### config.mk
export PLATFORM = sky130hd
export DESIGN_NAME = heap_byte_accounting_trigger
export DESIGN_NICKNAME = d
export VERILOG_FILES = /design/src/rtl/hbat_pkg.sv /design/src/rtl/hbat_thresh.sv /design/src/rtl/heap_byte_accounting_trigger.sv
export SDC_FILE = /design/constraint.sdc
export NUM_CORES = 2
export LEC_CHECK = 0
export BUFFER_PORTS_ARGS = -buffer_cell sky130_fd_sc_hd__buf_2
export CAP_MARGIN = 5
export CORE_MARGIN = 10
export CORE_UTILIZATION = 40
export CTS_CLUSTER_DIAMETER = 150
export DETAILED_ROUTE_END_ITERATION = 7
export SYNTH_ARGS = -nofsm -noshare
export SYNTH_HDL_FRONTEND = slang
export SYNTH_SLANG_ARGS = --single-unit
### constraint.sdc
create_clock -name clock -period 13.5 [get_ports clock]
set_clock_uncertainty 0.05 [all_clocks]
set_input_delay 3.375 -clock clock [delete_from_list [all_inputs] [get_ports clock]]
set_output_delay 3.375 -clock clock [all_outputs]
set_load 0.03 [all_outputs]
### src/rtl/hbat_pkg.sv
// Shared types, constants and helpers of the heap byte accounting trigger.
`default_nettype none

package hbat_pkg;

   localparam int COUNT_BITS  = 48;
   localparam int MIN_BITS    = 48;
   localparam int FACTOR_BITS = 8;
   localparam int SIZE_BITS   = 32;
   localparam int OUT_BITS    = 48;
   localparam int CSR_BITS    = 48;
   localparam int WIDE_BITS   = (COUNT_BITS > MIN_BITS) ? COUNT_BITS : MIN_BITS;

   typedef logic [COUNT_BITS-1:0]  cnt_type;
   typedef logic [MIN_BITS-1:0]    min_type;
   typedef logic [FACTOR_BITS-1:0] factor_type;
   typedef logic [SIZE_BITS-1:0]   size_type;
   typedef logic [OUT_BITS-1:0]    out_type;

   localparam cnt_type CNT_MAX = {COUNT_BITS{1'b1}};

   typedef enum logic [2:0] {
      OP_ALLOC      = 3'd0,
      OP_RESIZE     = 3'd1,
      OP_ENV_ALLOC  = 3'd2,
      OP_POLL       = 3'd3,
      OP_BEGIN      = 3'd4,
      OP_RECOMP_YNG = 3'd5,
      OP_RECOMP_FUL = 3'd6
   } op_type;

   typedef enum logic [1:0] {
      ACT_NONE  = 2'd0,
      ACT_FULL  = 2'd1,
      ACT_YOUNG = 2'd2
   } action_type;

   typedef logic [1:0] csr_idx_type;
   localparam csr_idx_type CSR_YOUNG_FACTOR = 2'd0;
   localparam csr_idx_type CSR_YOUNG_MIN    = 2'd1;
   localparam csr_idx_type CSR_HEAP_FACTOR  = 2'd2;
   localparam csr_idx_type CSR_HEAP_MIN     = 2'd3;

   localparam factor_type RESET_FACTOR    = 8'd2;
   localparam min_type    RESET_MIN_BYTES = 48'd1048576;

   // Clamp a floor value to the counter range.
   function automatic cnt_type clamp_min(input min_type v);
      logic [WIDE_BITS-1:0] w;
      w = WIDE_BITS'(v);
      if (w > WIDE_BITS'(CNT_MAX)) begin
         return CNT_MAX;
      end
      return COUNT_BITS'(w);
   endfunction

   localparam cnt_type LIMIT_RESET = clamp_min(RESET_MIN_BYTES);

endpackage

`default_nettype wire

### src/rtl/hbat_thresh.sv
// Threshold recompute: bytes times factor, saturated, floored at a minimum.
`default_nettype none

module hbat_thresh (
   input  hbat_pkg::cnt_type    bytes,
   input  hbat_pkg::factor_type factor,
   input  hbat_pkg::min_type    floor_bytes,
   output hbat_pkg::cnt_type    limit
);
   import hbat_pkg::*;

   localparam int PROD_BITS = COUNT_BITS + FACTOR_BITS;

   logic [PROD_BITS-1:0] prod;
   cnt_type              next_limit;
   cnt_type              floor_cnt;

   always_comb begin
      prod       = PROD_BITS'(bytes) * PROD_BITS'(factor);
      next_limit = (prod > PROD_BITS'(CNT_MAX)) ? CNT_MAX : COUNT_BITS'(prod);
      floor_cnt  = clamp_min(floor_bytes);
      limit      = (next_limit < floor_cnt) ? floor_cnt : next_limit;
   end

endmodule

`default_nettype wire

### src/rtl/heap_byte_accounting_trigger.sv
// Top level of the heap byte accounting trigger.
//
// Usage:
//   req channel: one beat per heap event (opcode, generation, sizes).
//   rsp channel: one beat per request with the pending flags, poll answer,
//   saturated total byte count and both collection thresholds after the event.
//   csr port: write-only, registers 0..3 (young factor, young floor, heap
//   factor, heap floor); write only while no beat is in flight.
// Path: an accepted request is held in the request register and then in the
//   response register, from which it is offered on rsp.
// Throughput: one beat per cycle unless rsp_stall holds the response; the counter
//   update, total sum, threshold compare and the 48 x 8 threshold multiply all sit
//   in a single stage between the request register and the response register.
// Reset (synchronous): counters and flags clear, thresholds load the reset
//   floor, factors load 2, both channels go empty.
// Stall: while rsp_stall holds the response, the request register keeps one
//   more beat and req_stall rises only once that register is occupied too.
`default_nettype none

module heap_byte_accounting_trigger (
   input  logic                      clock,
   input  logic                      reset,
   // request channel
   input  logic                      req_valid,
   output logic                      req_stall,
   input  logic [2:0]                req_opcode,
   input  logic                      req_is_old_gen,
   input  hbat_pkg::size_type        req_first_size,
   input  hbat_pkg::size_type        req_second_size,
   // response channel
   output logic                      rsp_valid,
   input  logic                      rsp_stall,
   output logic                      rsp_young_pending,
   output logic                      rsp_full_pending,
   output logic [1:0]                rsp_collect_action,
   output hbat_pkg::out_type         rsp_total_bytes,
   output hbat_pkg::out_type         rsp_young_limit_out,
   output hbat_pkg::out_type         rsp_full_limit_out,
   // configuration
   input  logic                      csr_wr_en,
   input  hbat_pkg::csr_idx_type     csr_index,
   input  logic [hbat_pkg::CSR_BITS-1:0] csr_wdata
);
   import hbat_pkg::*;

   localparam int ADD_BITS = ((COUNT_BITS > SIZE_BITS) ? COUNT_BITS : SIZE_BITS) + 1;
   localparam int TOT_BITS = COUNT_BITS + 2;

   // configuration registers
   factor_type young_factor_ff;
   min_type    young_min_ff;
   factor_type heap_factor_ff;
   min_type    heap_min_ff;

   // request register
   logic       in_valid_ff;
   op_type     op_ff;
   logic       old_gen_ff;
   size_type   first_ff;
   size_type   second_ff;

   // accounting state
   cnt_type    young_ff, young_in;
   cnt_type    old_ff, old_in;
   cnt_type    env_ff, env_in;
   cnt_type    total_ff, total_in;
   cnt_type    young_limit_ff, young_limit_in;
   cnt_type    full_limit_ff, full_limit_in;
   logic       young_flag_ff, young_flag_in;
   logic       full_flag_ff, full_flag_in;

   // response register
   logic       rsp_valid_ff, rsp_valid_in;
   action_type action_ff, action_in;

   logic       advance;
   logic       req_take;

   size_type                diff;
   logic                    grow;
   logic [ADD_BITS-1:0]     amount;
   cnt_type                 sel_cnt;
   logic [ADD_BITS-1:0]     sel_sum;
   cnt_type                 sel_sat;
   cnt_type                 sel_shrink;
   logic [ADD_BITS-1:0]     env_sum;
   cnt_type                 env_sat;
   logic [TOT_BITS-1:0]     tot_sum;
   logic                    chk_young;
   logic                    chk_full;

   cnt_type    th_bytes;
   factor_type th_factor;
   min_type    th_floor;
   cnt_type    th_limit;

   assign advance   = in_valid_ff && (!rsp_valid_ff || !rsp_stall);
   assign req_stall = in_valid_ff && !advance;
   assign req_take  = req_valid && !req_stall;

   // share one multiplier between the two recompute opcodes
   always_comb begin
      if (op_ff == OP_RECOMP_YNG) begin
         th_bytes  = young_ff;
         th_factor = young_factor_ff;
         th_floor  = young_min_ff;
      end else begin
         th_bytes  = total_ff;
         th_factor = heap_factor_ff;
         th_floor  = heap_min_ff;
      end
   end

   hbat_thresh u_thresh (
      .bytes       (th_bytes),
      .factor      (th_factor),
      .floor_bytes (th_floor),
      .limit       (th_limit)
   );

   always_comb begin
      grow       = second_ff > first_ff;
      diff       = grow ? (second_ff - first_ff) : (first_ff - second_ff);
      amount     = (op_ff == OP_ALLOC) ? ADD_BITS'(first_ff) : ADD_BITS'(diff);
      sel_cnt    = old_gen_ff ? old_ff : young_ff;
      sel_sum    = ADD_BITS'(sel_cnt) + amount;
      sel_sat    = (sel_sum > ADD_BITS'(CNT_MAX)) ? CNT_MAX : COUNT_BITS'(sel_sum);
      // subtract the shrink only while the counter stays above it
      sel_shrink = (ADD_BITS'(sel_cnt) > amount) ? (sel_cnt - COUNT_BITS'(amount)) : sel_cnt;
      env_sum    = ADD_BITS'(env_ff) + ADD_BITS'(first_ff);
      env_sat    = (env_sum > ADD_BITS'(CNT_MAX)) ? CNT_MAX : COUNT_BITS'(env_sum);

      young_in       = young_ff;
      old_in         = old_ff;
      env_in         = env_ff;
      young_limit_in = young_limit_ff;
      full_limit_in  = full_limit_ff;
      chk_young      = 1'b0;
      chk_full       = 1'b0;
      action_in      = ACT_NONE;
      young_flag_in  = young_flag_ff;
      full_flag_in   = full_flag_ff;

      case (op_ff)
         OP_ALLOC: begin
            if (old_gen_ff) begin
               old_in = sel_sat;
            end else begin
               young_in  = sel_sat;
               chk_young = 1'b1;
            end
            chk_full = 1'b1;
         end
         OP_RESIZE: begin
            if (first_ff != second_ff) begin
               if (old_gen_ff) begin
                  old_in = grow ? sel_sat : sel_shrink;
               end else begin
                  young_in  = grow ? sel_sat : sel_shrink;
                  chk_young = grow;
               end
               chk_full = 1'b1;
            end
         end
         OP_ENV_ALLOC: begin
            env_in   = env_sat;
            chk_full = 1'b1;
         end
         OP_POLL: begin
            if (full_flag_ff) begin
               action_in = ACT_FULL;
            end else if (young_flag_ff) begin
               action_in = ACT_YOUNG;
            end
         end
         OP_BEGIN: begin
            young_flag_in = 1'b0;
            full_flag_in  = 1'b0;
         end
         OP_RECOMP_YNG: begin
            young_limit_in = th_limit;
         end
         OP_RECOMP_FUL: begin
            full_limit_in = th_limit;
         end
         default: begin
         end
      endcase

      // nested saturating adds collapse to one clamp of the plain sum
      tot_sum  = TOT_BITS'(young_in) + TOT_BITS'(old_in) + TOT_BITS'(env_in);
      total_in = (tot_sum > TOT_BITS'(CNT_MAX)) ? CNT_MAX : COUNT_BITS'(tot_sum);

      if (chk_young && (young_in > young_limit_ff)) begin
         young_flag_in = 1'b1;
      end
      if (chk_full && (total_in > full_limit_ff)) begin
         full_flag_in = 1'b1;
      end
   end

   always_comb begin
      if (advance) begin
         rsp_valid_in = 1'b1;
      end else begin
         rsp_valid_in = rsp_valid_ff && rsp_stall;
      end
   end

   always_ff @(posedge clock) begin
      if (reset) begin
         young_factor_ff <= RESET_FACTOR;
         young_min_ff    <= RESET_MIN_BYTES;
         heap_factor_ff  <= RESET_FACTOR;
         heap_min_ff     <= RESET_MIN_BYTES;
      end else if (csr_wr_en) begin
         case (csr_index)
            CSR_YOUNG_FACTOR: young_factor_ff <= FACTOR_BITS'(csr_wdata);
            CSR_YOUNG_MIN:    young_min_ff    <= MIN_BITS'(csr_wdata);
            CSR_HEAP_FACTOR:  heap_factor_ff  <= FACTOR_BITS'(csr_wdata);
            CSR_HEAP_MIN:     heap_min_ff     <= MIN_BITS'(csr_wdata);
            default: begin
            end
         endcase
      end
   end

   always_ff @(posedge clock) begin
      if (reset) begin
         in_valid_ff <= 1'b0;
      end else if (req_take) begin
         in_valid_ff <= 1'b1;
      end else if (advance) begin
         in_valid_ff <= 1'b0;
      end
   end

   always_ff @(posedge clock) begin
      if (req_take) begin
         op_ff      <= op_type'(req_opcode);
         old_gen_ff <= req_is_old_gen;
         first_ff   <= req_first_size;
         second_ff  <= req_second_size;
      end
   end

   always_ff @(posedge clock) begin
      if (reset) begin
         young_ff       <= '0;
         old_ff         <= '0;
         env_ff         <= '0;
         total_ff       <= '0;
         young_limit_ff <= LIMIT_RESET;
         full_limit_ff  <= LIMIT_RESET;
         young_flag_ff  <= 1'b0;
         full_flag_ff   <= 1'b0;
      end else if (advance) begin
         young_ff       <= young_in;
         old_ff         <= old_in;
         env_ff         <= env_in;
         total_ff       <= total_in;
         young_limit_ff <= young_limit_in;
         full_limit_ff  <= full_limit_in;
         young_flag_ff  <= young_flag_in;
         full_flag_ff   <= full_flag_in;
      end
   end

   always_ff @(posedge clock) begin
      if (reset) begin
         rsp_valid_ff <= 1'b0;
      end else begin
         rsp_valid_ff <= rsp_valid_in;
      end
   end

   always_ff @(posedge clock) begin
      if (advance) begin
         action_ff <= action_in;
      end
   end

   // flags, total and limits in the response are the state registers themselves
   assign rsp_valid           = rsp_valid_ff;
   assign rsp_young_pending   = young_flag_ff;
   assign rsp_full_pending    = full_flag_ff;
   assign rsp_collect_action  = action_ff;
   assign rsp_total_bytes     = OUT_BITS'(total_ff);
   assign rsp_young_limit_out = OUT_BITS'(young_limit_ff);
   assign rsp_full_limit_out  = OUT_BITS'(full_limit_ff);

endmodule

`default_nettype wire

==> impl_metrics.csv <==
group,metric,value,unit
setup_path,rr_worst_depth,49,
synth,synthArstFlopShare,0,%
timing,timing.fmax,77.2,MHz
timing,final.setup.tns,0,ns
clock_tree,cts_tree,"yes",
synth,yosys-top-cells-area,"dfxtp_1 15%, fa_1 12%, ha_1 10%",
placed_design,dp_hpwl,192,mm
synth,syn_avg_cell_area,7.73,um2
setup_path,cp.arrival,13.45,ns
drt,wirelength,236,mm
synth,netlist_area,53200,um2
timing,timing.final.ws_setup,0.543,ns
synth,netlist_instances,6881,
clock_tree,worst_skew_pair.late_latency,0.73,ns
floorplan,core.rowCount,133,
final_layout,finish.instance_area,59900,um2
hold_path,hp-class,"flop to flop",
drt,num_vias,54100,
placed_design,dp_cells,8814,
setup_path,start_kind,"flop",
drt,drt_pass1_iterations,7,
job,drv_cap,0,
synth,ys_types,91,
synth,yosysWarnings,0,
power,total_power,5.94,mW
global_routing,grt_pass1_wl,346,mm
clock_tree,clock-sinks,474,
floorplan,dieArea,148000,um2
final_layout,drive_above_1_share,12.2,%
clock_tree,root_buffer,"clkbuf_16",
setup_path,cpPeakStageDelay,0.62,ns
timing,slew_violations,0,
setup_path,crit_type,"flop to flop",
hold_path,holdCritStartpoint,"heap_min_ff[46]$_SDFFE_PP0P_",
synth,ys_ff_latch,474,
timing,worst_slew_margin_rel,21.0,%
floorplan,io_pins,273,
placed_design,routabilityCongestion,1.00,
timing,layout_worst_path_cycle_share,96.0,%
setup_path,endpoint_kind,"flop",
synth,yosysTopAreaCellShare,15.2,%
setup_path,slowest_stage,"or4_1",
floorplan,die_h,385,um
drt,drt_iter0_markers,5888,
power,p_per_area,99.2,nW/um2
placed_design,placedInstanceArea,57700,um2
setup_path,r2r-start,"second_ff[30]$_DFFE_PP_",
global_routing,grtUsageTotal,30.6,%
drt,post_drt_via_cell_ratio,6.06,
global_routing,grt_max_degree,97,
hold_path,hold_depth,2,
synth,yosysMostFrequentCell,"nand2_1",
drt,ant_nets,0,
drt,drc_errors,0,
clock_tree,clkTransAtPathRegs,0.06,ns
timing,hold_viol,0,
floorplan,core,132000,um2
placed_design,place_ws,0.154,ns
setup_path,reg2reg_setup_slack,0.54,ns
placed_design,io_buffers,272,
clock_tree,cts_buffer_depth,3,
timing,tightest_slew,1.17,ns
power,vdd_drop_max,111,uV
timing,setup_viol,0,
setup_path,worstPathRequired,13.99,ns
run_status,status,"finished clean",
synth,seq_area_frac_synth,19.2,%
drt,wl_per_cell,26.4,um
timing,layout_min_cycle_time,12.96,ns
synth,synth_commonest_cells,"909 x nand2_1, 625 x nor2_1, 607 x inv_1, 588 x a21oi_1, 425 x ha_1",
final_layout,fin_nets,8002,
global_routing,grt_pass1_vias,51800,
floorplan,chipWidth,385,um
setup_path,crit_fanout,13,
clock_tree,postCtsHoldBufs,0,
setup_path,path_common_cell,"buf_4",
power,p_leak,28.3,nW
clock_tree,cts_made_buffers,59,
synth,ys.flop_type,"dfxtp_1",
final_layout,final_cells,8932,
setup_path,r2r_end,"rsp_full_pending$_SDFFE_PP0P_",
synth,synth_nets,7759,
global_routing,gr-total-overflow,0,
final_layout,area_delta_synth_final,12.7,%
global_routing,antenna_found_initial,14,
synth,yosys.area.top_type,"dfxtp_1",
synth,synth_edf_count,70,
clock_tree,h-tree-depth,2,
floorplan,initial_core_util,40.3,%
hold_path,min_to,"heap_min_ff[46]$_SDFFE_PP0P_",
-- routing by layer --
| layer | GRT usage [%] | vias to the layer above | share of wire, % |
|---|---|---|---|
| li1 | - | 24600 | - |
| met1 | 44.1 | 26500 | 45 |
| met2 | 44.2 | 2573 | 41 |
| met3 | 6.00 | 408 | 9.1 |
| met4 | 12.6 | 0 | 4.7 |
| met5 | 0 | - | 0 |
-- critical path, delay by kind of cell, from the launching register on --
family / cells / cell delay (ns)
multiplexers: 2 / 0.64
flip-flops: 1 / 0.39
AND/OR/NAND/NOR: 19 / 4.88
buffers and inverters: 8 / 1.54
adder cells (fa/ha/maj): 5 / 1.72
AO/OA/AOI/OAI: 15 / 3.51
-- through the flow --
stage,hold slack [ns],utilization [%]
after floorplan,0.383,-
after global placement,0.390,43.8
after detailed placement,0.396,43.8
after CTS,0.405,45.3
after global routing,0.418,45.5
final,0.404,45.5
-- logic make-up (layout without fill, tap and decap cells) --
logic type | Yosys count | after routing | synth area share, %
xor gates and xnor gates | 220 | 220 | 3.62
adders and majority gates | 755 | 755 | 22.4
other | 0 | 5 | 0
muxes | 307 | 307 | 6.02
DFF | 474 | 474 | 19.2
buffers and inverters | 1009 | 1300 | 7.26
AOI/OAI and AO/OA | 1977 | 1977 | 23.8
and+or+nand+nor | 2139 | 2139 | 17.7
-- area by class of cell --
cell class | instances | area (um2)
clock inverters | 28 | 349
flip-flops and latches | 474 | 10200
clock buffers | 81 | 1680
repair buffers | 581 | 3780
well taps | 1755 | 2200
fillers | 13400 | 71900
multi-input cells | 5398 | 39400
inverters | 610 | 2300
diodes | 5 | 12.5
-- what timing repair did --
action                                  CTS  global route
buffers inserted                          0             3
gates resized for setup                   0            25
endpoints found under the setup margin    0             1
-- power by group --
| group | switching, mW | internal [mW] | total [mW] |
|---|---|---|---|
| clock | 0.746 | 0.952 | 1.70 |
| combinational | 1.72 | 0.972 | 2.69 |
| sequential | 0.0681 | 1.49 | 1.56 |
| total | 2.53 | 3.41 | 5.94 |
-- flip-flops by register name (all words and copies together) (netlist names) --
register             count
env_ff                  48
rsp_valid                1
young_ff                48
rsp_total_bytes         48
op_ff                    3
rsp_full_limit_out      48
in_valid_ff              1
old_gen_ff               1
rsp_young_limit_out     48
rsp_young_pending        1
rsp_collect_action       2
heap_min_ff             48
young_min_ff            48
young_factor_ff          8
old_ff                  48
heap_factor_ff           8
second_ff               32
first_ff                32
rsp_full_pending         1
-- worst max path at each step --
| stage | start | endpoint | slack, ns | cells past startpoint |
|---|---|---|---|---|
| 2_1_floorplan | first_ff[21]$_DFFE_PP_ | rsp_full_pending$_SDFFE_PP0P_ | 1.02 | 56 |
| 3_3_place_gp | second_ff[0]$_DFFE_PP_ | rsp_full_pending$_SDFFE_PP0P_ | 0.46 | 55 |
| 3_5_place_dp | second_ff[0]$_DFFE_PP_ | rsp_full_pending$_SDFFE_PP0P_ | 0.15 | 54 |
| 4_1_cts | second_ff[0]$_DFFE_PP_ | rsp_full_pending$_SDFFE_PP0P_ | 0.07 | 54 |
| 5_1_grt | first_ff[0]$_DFFE_PP_ | rsp_full_pending$_SDFFE_PP0P_ | -0.04 | 53 |
| 6_report | second_ff[30]$_DFFE_PP_ | rsp_full_pending$_SDFFE_PP0P_ | 0.54 | 49 |
-- layout by cell type, fill, tap and decap left out, types with 98 or more instances in the layout --
master / netlist / layout
nand3_1: 110 / 106
nor2_1: 625 / 617
buf_4: 1 / 300
dfxtp_1: 404 / 404
nor3_1: 101 / 99
fa_1: 330 / 330
o21ai_0: 400 / 395
ha_1: 425 / 424
a21o_1: 183 / 183
mux2_2: 104 / 104
buf_2: 12 / 271
inv_1: 607 / 607
xnor2_1: 147 / 145
nand4_1: 98 / 98
mux2i_1: 203 / 199
a31oi_1: 116 / 115
a21oi_1: 588 / 587
nand2_1: 909 / 907
No activity file was read; power rests on OpenSTA's default activity.
